<file path="src/hw/rtl/sle_pkg.sv">
// ----------------------------------------------------------------------------
// sle_pkg
// Sizes, request codes and status codes of the ordered list engine.
// ----------------------------------------------------------------------------
`timescale 1ns / 1ps

package sle_pkg;

    localparam int CAPACITY  = 32;
    localparam int IDX_W     = $clog2(CAPACITY);
    localparam int CNT_W     = $clog2(CAPACITY + 1);

    // word fields
    localparam int VAL_W     = 32;
    localparam int POS_W     = 6;
    localparam int OP_W      = 3;
    localparam int ST_W      = 2;
    localparam int OUT_IDX_W = 5;
    localparam int OUT_CNT_W = 6;

    localparam int IN_DATA_W  = ((VAL_W + POS_W + 7) / 8) * 8;
    localparam int OUT_USED_W = VAL_W + OUT_IDX_W + OUT_CNT_W;
    localparam int OUT_DATA_W = ((OUT_USED_W + 7) / 8) * 8;

    typedef enum logic [OP_W-1:0] {
        OP_PUSH_BACK  = 3'd0,
        OP_PUSH_FRONT = 3'd1,
        OP_INSERT     = 3'd2,
        OP_POP_BACK   = 3'd3,
        OP_POP_FRONT  = 3'd4,
        OP_DUMP       = 3'd5,
        OP_CLEAR      = 3'd6
    } t_op;

    typedef enum logic [ST_W-1:0] {
        ST_OK    = 2'd0,
        ST_FULL  = 2'd1,
        ST_EMPTY = 2'd2,
        ST_POS   = 2'd3
    } t_status;

endpackage

</file>
<file path="src/hw/rtl/sequential_list_engine_core.sv">
// ----------------------------------------------------------------------------
// sequential_list_engine_core
// Ordered list of signed 32-bit entries with push, pop, positional insert,
// dump and clear, kept in one synchronous single-port-read memory.
// ----------------------------------------------------------------------------
// One request at a time. A request that needs no memory move (push back,
// an insert at the tail, clear, rejected requests, code 7) goes from accept
// straight to its result. Insert at slot p below the tail moves the entries
// from the tail down to slot p up one slot, then writes the new value; push
// front is the slot 0 case. Pop back reads and captures the tail entry; pop
// front captures slot 0 and moves the rest down. A dump reads one entry and
// sends it out before it reads the next. The entry memory has one read and
// one write per cycle and registered read data, so every shift moves one
// entry per cycle. Output back-pressure adds its own wait. A result may sit
// in the output register while the next request is taken. Memory contents
// need no clearing after reset: only entries below the count are read.
`timescale 1ns / 1ps

module sequential_list_engine_core
    import sle_pkg::*;
(
    input  logic                  i_clk,
    input  logic                  i_rst_n,
    input  logic                  i_s_tvalid,
    output logic                  o_s_tready,
    input  logic [IN_DATA_W-1:0]  i_s_tdata,   // value[31:0], position[37:32], zero
    input  logic [OP_W-1:0]       i_s_tuser,   // req_type[2:0]
    output logic                  o_m_tvalid,
    input  logic                  i_m_tready,
    output logic [OUT_DATA_W-1:0] o_m_tdata,   // item_value[31:0], item_index[36:32],
                                               // item_count[42:37], zero
    output logic [ST_W-1:0]       o_m_tuser,   // status[1:0]
    output logic                  o_m_tlast
);

    localparam int CMP_W = ((POS_W > CNT_W) ? POS_W : CNT_W) + 1;

    typedef enum logic [2:0] {
        S_IDLE,
        S_UP,
        S_PUT,
        S_DOWN,
        S_POP_RD,
        S_POP_CAP,
        S_DUMP,
        S_EMIT
    } t_state;

    logic [VAL_W-1:0] mem [CAPACITY];
    logic [VAL_W-1:0] r_rdata;

    t_state           r_state;
    logic [CNT_W-1:0] r_count;
    logic [IDX_W-1:0] r_rd;
    logic             r_rd_act;
    logic             r_wpend;
    logic [IDX_W-1:0] r_waddr;
    logic             r_cap;
    logic             r_dvalid;
    logic [IDX_W-1:0] r_ins;
    logic [VAL_W-1:0] r_val;
    t_status          r_res_status;
    logic [VAL_W-1:0] r_res_value;

    logic                 r_ovalid;
    t_status              r_o_status;
    logic [VAL_W-1:0]     r_o_value;
    logic [OUT_IDX_W-1:0] r_o_index;
    logic [OUT_CNT_W-1:0] r_o_count;
    logic                 r_o_last;

    logic             w_accept;
    logic             w_ofree;
    logic             w_oload;
    t_op              w_op;
    logic [VAL_W-1:0] w_value;
    logic [POS_W-1:0] w_pos;
    logic             w_full;
    logic             w_empty;
    logic             w_pos_ok;
    logic [IDX_W-1:0] w_slot;
    logic [CNT_W-1:0] w_count_m1;
    logic             w_we;
    logic [IDX_W-1:0] w_waddr;
    logic [VAL_W-1:0] w_wdata;
    logic [IDX_W-1:0] w_raddr;

    assign o_s_tready = (r_state == S_IDLE);
    assign w_accept   = i_s_tvalid && o_s_tready;
    assign w_ofree    = !r_ovalid || i_m_tready;
    // output register takes a new word this cycle
    assign w_oload    = w_ofree && ((r_state == S_EMIT) || (r_state == S_DUMP && r_dvalid));

    assign w_op       = t_op'(i_s_tuser);
    assign w_value    = i_s_tdata[VAL_W-1:0];
    assign w_pos      = i_s_tdata[VAL_W +: POS_W];
    assign w_full     = (r_count == CNT_W'(CAPACITY));
    assign w_empty    = (r_count == '0);
    assign w_count_m1 = r_count - CNT_W'(1);
    assign w_pos_ok   = (w_pos != '0) &&
                        (CMP_W'(w_pos) <= (CMP_W'(r_count) + CMP_W'(1)));

    // 0-based target slot of an insert
    always_comb begin
        case (w_op)
            OP_PUSH_FRONT: w_slot = '0;
            OP_INSERT:     w_slot = IDX_W'(w_pos - POS_W'(1));
            default:       w_slot = r_count[IDX_W-1:0];
        endcase
    end

    // memory port control
    always_comb begin
        w_raddr = r_rd;
        w_we    = 1'b0;
        w_waddr = r_waddr;
        w_wdata = r_rdata;
        case (r_state)
            S_IDLE: begin
                // insert at the tail needs no shift
                if (w_accept && !w_full && (w_op == OP_PUSH_BACK ||
                    w_op == OP_PUSH_FRONT || (w_op == OP_INSERT && w_pos_ok)) &&
                    (CNT_W'(w_slot) == r_count)) begin
                    w_we    = 1'b1;
                    w_waddr = r_count[IDX_W-1:0];
                    w_wdata = w_value;
                end
            end
            S_UP, S_DOWN: w_we = r_wpend;
            S_PUT: begin
                w_we    = 1'b1;
                w_waddr = r_ins;
                w_wdata = r_val;
            end
            default: ;
        endcase
    end

    always_ff @(posedge i_clk) begin
        if (w_we) begin
            mem[w_waddr] <= w_wdata;
        end
        r_rdata <= mem[w_raddr];
    end

    always_ff @(posedge i_clk) begin
        if (!i_rst_n) begin
            r_state  <= S_IDLE;
            r_count  <= '0;
            r_rd_act <= 1'b0;
            r_wpend  <= 1'b0;
            r_cap    <= 1'b0;
            r_dvalid <= 1'b0;
            r_ovalid <= 1'b0;
        end else begin
            if (w_oload) begin
                r_ovalid <= 1'b1;
            end else if (r_ovalid && i_m_tready) begin
                r_ovalid <= 1'b0;
            end
            unique case (r_state)
                S_IDLE: begin
                    if (w_accept) begin
                        r_res_value <= '0;
                        unique case (w_op) inside
                            OP_PUSH_BACK, OP_PUSH_FRONT, OP_INSERT: begin
                                if (w_full) begin
                                    r_res_status <= ST_FULL;
                                    r_state      <= S_EMIT;
                                end else if (w_op == OP_INSERT && !w_pos_ok) begin
                                    r_res_status <= ST_POS;
                                    r_state      <= S_EMIT;
                                end else if (CNT_W'(w_slot) == r_count) begin
                                    r_res_status <= ST_OK;
                                    r_count      <= r_count + CNT_W'(1);
                                    r_state      <= S_EMIT;
                                end else begin
                                    r_res_status <= ST_OK;
                                    r_ins        <= w_slot;
                                    r_val        <= w_value;
                                    r_rd         <= w_count_m1[IDX_W-1:0];
                                    r_rd_act     <= 1'b1;
                                    r_wpend      <= 1'b0;
                                    r_state      <= S_UP;
                                end
                            end
                            OP_POP_BACK: begin
                                if (w_empty) begin
                                    r_res_status <= ST_EMPTY;
                                    r_state      <= S_EMIT;
                                end else begin
                                    r_res_status <= ST_OK;
                                    r_rd         <= w_count_m1[IDX_W-1:0];
                                    r_state      <= S_POP_RD;
                                end
                            end
                            OP_POP_FRONT: begin
                                if (w_empty) begin
                                    r_res_status <= ST_EMPTY;
                                    r_state      <= S_EMIT;
                                end else begin
                                    r_res_status <= ST_OK;
                                    r_rd         <= '0;
                                    r_rd_act     <= 1'b1;
                                    r_wpend      <= 1'b0;
                                    r_cap        <= 1'b0;
                                    r_state      <= S_DOWN;
                                end
                            end
                            OP_DUMP: begin
                                if (w_empty) begin
                                    r_res_status <= ST_EMPTY;
                                    r_state      <= S_EMIT;
                                end else begin
                                    r_res_status <= ST_OK;
                                    r_rd         <= '0;
                                    r_dvalid     <= 1'b0;
                                    r_state      <= S_DUMP;
                                end
                            end
                            OP_CLEAR: begin
                                r_res_status <= ST_OK;
                                r_count      <= '0;
                                r_state      <= S_EMIT;
                            end
                            default: begin
                                r_res_status <= ST_OK;
                                r_state      <= S_EMIT;
                            end
                        endcase
                    end
                end
                // move entries up one slot, from the tail down to the insert slot
                S_UP: begin
                    if (r_rd_act) begin
                        r_wpend <= 1'b1;
                        r_waddr <= r_rd + IDX_W'(1);
                        if (r_rd == r_ins) begin
                            r_rd_act <= 1'b0;
                        end else begin
                            r_rd <= r_rd - IDX_W'(1);
                        end
                    end else begin
                        r_wpend <= 1'b0;
                        r_state <= S_PUT;
                    end
                end
                S_PUT: begin
                    r_count <= r_count + CNT_W'(1);
                    r_state <= S_EMIT;
                end
                // slot 0 is captured as the removed value, the rest move down
                S_DOWN: begin
                    if (r_cap) begin
                        r_res_value <= r_rdata;
                        r_cap       <= 1'b0;
                    end
                    if (r_rd_act) begin
                        if (r_rd == '0) begin
                            r_cap   <= 1'b1;
                            r_wpend <= 1'b0;
                        end else begin
                            r_wpend <= 1'b1;
                            r_waddr <= r_rd - IDX_W'(1);
                        end
                        if (CNT_W'(r_rd) == w_count_m1) begin
                            r_rd_act <= 1'b0;
                        end else begin
                            r_rd <= r_rd + IDX_W'(1);
                        end
                    end else begin
                        r_wpend <= 1'b0;
                        r_count <= w_count_m1;
                        r_state <= S_EMIT;
                    end
                end
                S_POP_RD: r_state <= S_POP_CAP;
                S_POP_CAP: begin
                    r_res_value <= r_rdata;
                    r_count     <= w_count_m1;
                    r_state     <= S_EMIT;
                end
                S_DUMP: begin
                    if (r_dvalid && w_ofree) begin
                        r_o_status <= ST_OK;
                        r_o_value  <= r_rdata;
                        r_o_index  <= OUT_IDX_W'(r_rd);
                        r_o_count  <= OUT_CNT_W'(r_count);
                        r_o_last   <= (CNT_W'(r_rd) == w_count_m1);
                        r_dvalid   <= 1'b0;
                        if (CNT_W'(r_rd) == w_count_m1) begin
                            r_state <= S_IDLE;
                        end else begin
                            r_rd <= r_rd + IDX_W'(1);
                        end
                    end else if (!r_dvalid) begin
                        r_dvalid <= 1'b1;
                    end
                end
                S_EMIT: begin
                    if (w_ofree) begin
                        r_o_status <= r_res_status;
                        r_o_value  <= r_res_value;
                        r_o_index  <= '0;
                        r_o_count  <= OUT_CNT_W'(r_count);
                        r_o_last   <= 1'b1;
                        r_state    <= S_IDLE;
                    end
                end
                default: r_state <= S_IDLE;
            endcase
        end
    end

    assign o_m_tvalid = r_ovalid;
    assign o_m_tdata  = {(OUT_DATA_W - OUT_USED_W)'(0), r_o_count, r_o_index, r_o_value};
    assign o_m_tuser  = r_o_status;
    assign o_m_tlast  = r_o_last;

endmodule

</file>
<file path="config.mk">
export PLATFORM = sky130hd
export DESIGN_NAME = sequential_list_engine_core
export DESIGN_NICKNAME = d
export VERILOG_FILES = /design/src/hw/rtl/sle_pkg.sv /design/src/hw/rtl/sequential_list_engine_core.sv
export SDC_FILE = /design/constraint.sdc
export NUM_CORES = 1
export LEC_CHECK = 0
export ABC_AREA = 0
export BUFFER_PORTS_ARGS = -buffer_cell sky130_fd_sc_hd__buf_2
export CAP_MARGIN = 25
export CORE_UTILIZATION = 50
export DETAILED_ROUTE_END_ITERATION = 8
export PLACE_DENSITY = 0.76
export SETUP_SLACK_MARGIN = 0.3
export SYNTH_ARGS = -nofsm -noshare
export SYNTH_HDL_FRONTEND = slang
export SYNTH_SLANG_ARGS = --single-unit
</file>
<file path="constraint.sdc">
create_clock -name i_clk -period 9.2 [get_ports i_clk]
set_input_delay 1.84 -clock i_clk [delete_from_list [all_inputs] [get_ports i_clk]]
set_output_delay 1.84 -clock i_clk [all_outputs]
set_load 0.03 [all_outputs]
</file>
==> results of run 1 <==
==> final timing paths <==
check | startpoint | to | slack (ps) | depth (start not counted)
setup / recovery | r_count[0] | mem[22][18] | 2860 | 13
hold / removal | r_wpend | r_wpend | 530 | 1
setup reg to reg | r_count[0] | mem[22][18] | 2860 | 13
hold reg to reg | r_wpend | r_wpend | 530 | 1
==> synth_stat cells (all sizes together) (4+ instances only) <==
cell type | count | area share (%)
and3 | 38 | 0.50
o21ai | 29 | 0.31
mux2i | 13 | 0.27
nor4 | 26 | 0.36
o22ai | 37 | 0.49
inv | 17 | 0.13
nand2b | 8 | 0.11
a31oi | 40 | 0.53
o21a | 7 | 0.11
edfxtp | 1151 | 73
nor2 | 40 | 0.32
nor3 | 27 | 0.28
and2 | 10 | 0.13
a32oi | 6 | 0.11
dfxtp | 46 | 1.9
mux2 | 65 | 1.5
nor2b | 14 | 0.18
o32ai | 5 | 0.092
a21oi | 22 | 0.23
nand3 | 20 | 0.21
a22o | 8 | 0.15
ha | 10 | 0.26
or2 | 6 | 0.079
xnor2 | 19 | 0.35
a211oi | 4 | 0.063
clkbuf | 95 | 0.75
xor2 | 12 | 0.22
mux4 | 320 | 15
a22oi | 4 | 0.063
nand2 | 110 | 0.87
o211ai | 4 | 0.063
buf | 49 | 0.44
==> sequential cells by signal (all words and copies together) (netlist names), 6 cells and up <==
name and cells:
r_count 6, r_rdata 32, mem 1024, r_res_value 32
r_val 32, r_o_value 32, r_o_count 6
==> layout make-up <==
cell class              instances  area (um^2)  area share (%)
clock inverters                66        742.0           1.368
multi-input cells             958        11910           21.96
well taps                    1254         1569           2.893
clock buffers                 142         2893           5.334
repair buffers                211         1568           2.891
flip-flops and latches       1197        35490           65.43
inverters                      17        63.81          0.1177
==> layout by cell type, fill, tap and decap left out, types with 19 or more instances in the layout <==
master and instances:
nor4_2 23, o22ai_1 37, buf_2 93, buf_6 23, nand3_1 20, clkbuf_1 30, edfxtp_1 1151, dfxtp_1 45
a31oi_2 30, nor3_1 19, o21ai_0 29, mux2_2 65, mux4_2 320, buf_4 81, clkbuf_16 110, clkinv_2 23
nand2_1 109, nor2_1 37, xnor2_1 19, and3_1 37, a21oi_1 22
==> cell families after synthesis <==
| logic type | count (synthesis) | synth area share [%] |
|---|---|---|
| buffers and inverters | 161 | 1.326 |
| AO/OA/AOI/OAI | 197 | 2.856 |
| XOR/XNOR | 31 | 0.5711 |
| adder cells (fa/ha/maj) | 11 | 0.2842 |
| multiplexers | 398 | 16.97 |
| AND/OR/NAND/NOR | 316 | 3.345 |
| other | 1 | 0.007888 |
| flip-flops | 1197 | 74.64 |
==> layer usage <==
layer	vias up	share of wire, %
li1	10040	-
met1	12950	37
met2	1632	49
met3	266	11
met4	4	3.3
met5	-	0.019
==> worst register-to-register path: stages (launching register included) <==
cell and delay, ps:
dfxtp_1 720, inv_1 330, ha_1 500, inv_1 120, ha_1 310, nand2_1 60
o21ai_0 230, maj3_1 280, o21ai_0 140, o211ai_1 850, buf_4 680, mux2i_1 500
nor4_2 900, buf_4 420
==> power by group <==
group / switching [mW] / internal [mW] / total (mW)
clock: 2.01 / 2.60 / 4.61
combinational: 3.15 / 1.79 / 4.94
sequential: 0.226 / 7.62 / 7.84
total: 5.38 / 12.0 / 17.4
==> metrics.md, run 1 <==
| Metric | Value |
|---|---|
| Async set-reset flop share out of synthesis | 0% |
| CP max stage delay | 900 ps |
| Grt ovf | 0 |
| Row count | 112 |
| Final instance area | 54230 um^2 |
| Avg Inst Size Synth | 20.56 um^2 |
| Hpwl dp | 62980 um |
| Met3 GRT Util | 5.823% |
| Power per cell area | 320.7 nW/um^2 |
| Initial Utilization | 50.71% |
| H-tree depth | 3 |
| Number of flops mapped to enable cells by yosys | 1151 |
| CP delay by family, top | buffers and inverters |
| Placed instance area | 50380 um^2 |
| Max cap viols | 0 |
| Pre-CTS setup slack | 2552 ps |
| Relative slew slack | 26.62% |
| Setup TNS | 0 ps |
| RSZ-0062 raised after global routing | no |
| Top_reg_cell synth | edfxtp_1 |
| Leakage | 17.34 nW |
| Post-CTS Resized | 0 |
| Port Buf Inserts | 92 |
| Number of filler cells placed in the layout | 6442 |
| GRT Overall Usage | 24.93% |
| First-pass GRT wire length | 171200 um |
| Worst vdd ir | 0.2162 mV |
| Worst hold slack | 527.9 ps |
| Antenna cells | 0 |
| Crit Path Max Fanout | 28 |
| Slowest cell on crit path | nor4_2 |
| Worst skew pair latency | 700 ps |
| Post-synth cell types | 71 |
| CTS tree | built |
| Tot Pwr | 17.39 mW |
| Worst Hold Class | reg2reg |
| CP bufs+invs | 4 |
| Final net count | 2552 |
| Vias per Instance | 6.472 |
| Routed len/inst | 30.89 um |
| Final worst slack | 2858 ps |
| Area grow syn2layout | 14.07% |
| GR peak layer | met2 |
| Via count | 24890 |
| Worst Path Arrival | 6710 ps |
| YS warnings | 0 |
| Routed wire length | 118800 um |
| I/O Pins | 100 |
| Clock Path Buffers | 3 |
| Final Hold Vio Count | 0 |
| Largest net degree at the start of global routing | 119 |
| Die Ht | 310.4 um |
| Seq/Total Area, Yosys | 74.64% |
| Die area | 96320 um^2 |
| Die W | 310.4 um |
| Worst setup SP type | register |
| Number of remaining DRC errors | 0 |
| Final GP Congestion | 0.8891 |
| Post-route ant nets | 0 |
| Util after Layout | 57.85% |
| Min Tclk post-route | 6342 ps |
| Crit end category | register |
| 1st-pass router iterations | 6 |
| Final period util | 68.93% |
| Critical path class | reg2reg |
| WP data required | 9570 ps |
| Final Max Slew Viols | 0 |
| Cells after Synth | 2312 |
| Layout cells sized above 1 | 32.54% |
| Final std cells w/o fill | 3845 |
| Clk pin slew, worst setup/hold paths | 60 ps |
| Slew @ Worst Pin | 1101 ps |
| Clk_skew | 51.57 ps |
| Synth Cell Area | 47540 um^2 |
| Num CTS Buffers | 110 |
| Met1 global-route usage | 33.70% |
| CTS root buf | clkbuf_16 |
| Post-CTS setup repair buffer count | 0 |
| Antenna violations before repair | 2 |
| # setup viols final | 0 |
| Clock Sinks | 1197 |
| # hold bufs at CTS | 0 |
| Met2 Resource Use GR | 39.96% |
| Initial drt markers | 3745 |
| Vias in the first global route | 25170 |
| Fmax | 157.7 MHz |
| Yosys reg bits | 1197 |
| Placed insts | 3622 |
| CP cell instances | inv_1 -> ha_1 -> inv_1 -> ha_1 -> nand2_1 -> o21ai_0 -> maj3_1 -> o21ai_0 -> o211ai_1 -> buf_4 -> mux2i_1 -> nor4_2 -> buf_4 |
| Core Footprint | 93750 um^2 |
| Status | complete, no violations |
Note: power is estimated with default switching activity, not from simulation.
==> run 2, diff against run 1 <==
Settings changed: PLACE_DENSITY 0.76 to 0.78.
Clock period 9.2 ns to 5.25 ns, I/O delays scaled along.
==> run 2 against run 1 <==
Non-clock buffer count increased by 38; via count increased by 0.96%; largest power group unchanged; critical path type unchanged; fmax grew 33%.
==> metrics.md, run 2 (synthesized netlist as in run 1, its figures left out) <==
| Metric | Value |
|---|---|
| Final worst slack | 465.0 ps |
| Worst hold slack | 524.5 ps |
| Die area | 96320 um^2 |
| Power per cell area | 557.0 nW/um^2 |
| Final Hold Vio Count | 0 |
| Status | complete, no violations |
| Worst Hold Class | reg2reg |
| CTS tree | built |
| Most frequent cells in the layout | edfxtp_1 (1151), mux4_2 (320), buf_4 (112) |
| Critical path startpoint | r_count[1] |
| Routed len/inst | 31.44 um |
| Worst Path Arrival | 5150 ps |
| Instance count on the critical path | 14 |
| Met3 WL | 11780 um |
| Worst setup SP type | register |
| Setup TNS | 0 ps |
| Wire length on met2 | 62100 um |
| Initial drt markers | 3256 |
| Util after Layout | 58.70% |
| Row count | 112 |
| Initial Utilization | 50.71% |
| Min Tclk post-route | 4785 ps |
| RSZ-0062 raised after global routing | no |
| Worst reg2reg startpoint | r_count[1] |
| Area grow syn2layout | 15.75% |
| Most used cell, CP | buf_4 |
| GRT Overall Usage | 25.62% |
| Final Max Slew Viols | 0 |
| Top sig layer | met5 |
| Die W | 310.4 um |
| Antenna cells | 0 |
| CP endpoint | mem[16][11] |
| Hpwl dp | 64000 um |
| Port Buf Inserts | 92 |
| CTS root buf | clkbuf_16 |
| Die Ht | 310.4 um |
| Antenna violations before repair | 2 |
| CP max stage delay | 540 ps |
| Max cap viols | 0 |
| Vias per Instance | 6.487 |
| WHS Path Cells | 2 |
| Tot Pwr | 30.65 mW |
| Fmax | 209.0 MHz |
| Pre-CTS setup slack | 170.3 ps |
| WP data required | 5610 ps |
| CP delay by family, top | buffers and inverters |
| Grt ovf | 0 |
| Largest net degree at the start of global routing | 159 |
| Layout cells sized above 1 | 33.75% |
| R2R depth | 14 |
| Clock Path Buffers | 3 |
| Slew @ Worst Pin | 1092 ps |
| Leakage | 17.66 nW |
| Final net count | 2588 |
| Final GP Congestion | 0.9039 |
| Final period util | 91.14% |
| Clk_skew | 29.78 ps |
| I/O Pins | 100 |
| Register with the most flip-flops | mem |
| First-pass GRT wire length | 175900 um |
| Clk pin slew, worst setup/hold paths | 70 ps |
| Core Footprint | 93750 um^2 |
| DRT met1 WL | 42930 um |
| Crit end category | register |
| Critical path class | reg2reg |
| R2r endpoint | mem[16][11] |
| Number of remaining DRC errors | 0 |
| Slowest cell on crit path | a2111oi_1 |
| H-tree depth | 3 |
| Vias in the first global route | 25850 |
| Most common library cell in the layout ignoring fill and taps | edfxtp_1 |
| Crit Path Max Fanout | 23 |
| Clock Sinks | 1197 |
| Post-route ant nets | 0 |
| Via count | 25130 |
| Max reg flops | 1024 |
| CP cell instances | inv_1 -> ha_1 -> nor4b_1 -> a2111oi_1 -> buf_4 -> nand4_1 -> nor4_1 -> buf_4 -> o211ai_1 -> buf_4 -> buf_4 -> mux2_2 -> nor4_4 -> buf_12 |
| Relative slew slack | 27.21% |
| Num CTS Buffers | 108 |
| CP bufs+invs | 6 |
| # setup viols final | 0 |
| FF-to-FF setup slack | 470 ps |
| Worst vdd ir | 0.3843 mV |
| Routed wire length | 121800 um |
| # hold bufs at CTS | 0 |
| 1st-pass router iterations | 8 |
| Worst skew pair latency | 690 ps |
run 2: changes by cell type in the layout (fill, tap and decap cells not counted), moves of 8 or more:
cell,change
buf_12,+38
buf_4,+31
buf_6,-21
buf_8,-8
nor4_2,-23
nor4_4,+23
run 2: worst reg2reg max path, stage by stage (launching register included):
cell and delay [ps]:
dfxtp_1 510, inv_1 170, ha_1 270, nor4b_1 210, a2111oi_1 540, buf_4 190, nand4_1 180, nor4_1 340
buf_4 180, o211ai_1 90, buf_4 210, buf_4 250, mux2_2 500, nor4_4 500, buf_12 300
run 2: worst min path at each step:
stage,start,to,slack (ps)
2_1_floorplan,r_count[5],r_o_count[5],410
3_3_place_gp,r_cap,r_cap,500
3_5_place_dp,r_cap,r_cap,510
4_1_cts,r_cap,r_cap,530
5_1_grt,i_s_tdata[0],r_val[0],530
6_report,r_cap,r_cap,520
run 2: routing by layer:
metal	global-route usage (%)	vias to the layer above
met2	43.19	1666
li1	-	10120
met1	32.88	12990
met5	0	-
met3	4.979	348
met4	10.16	2
run 2: what timing repair did:
item                                    CTS  global route
pin swaps                                 1             2
gates cloned                              0             0
resized for setup                         0             1
endpoints found under the setup margin   22           119
buffers inserted                          0             5
run 2: stage by stage:
stage / cell area (um^2) / cells
after detailed placement: 51360 / 3667
after floorplan: 47780 / 2316
after CTS: 54920 / 3865
after global placement: 51330 / 3665
after global routing: 55030 / 3873
final: 55030 / 3873
run 2: power breakdown:
part           internal, mW  switching, mW
sequential             13.3          0.390
combinational          3.18           5.73
clock                  4.53           3.48
total                  21.1           9.60
run 2: layout make-up:
type / count / area (um^2)
clock buffer: 142 / 2933
clock inverter: 56 / 630.6
fill: 6308 / 38720
inverter: 17 / 63.81
multi-input combinational: 958 / 12160
sequential: 1197 / 35490
tap: 1254 / 1569
timing repair buffer: 249 / 2192
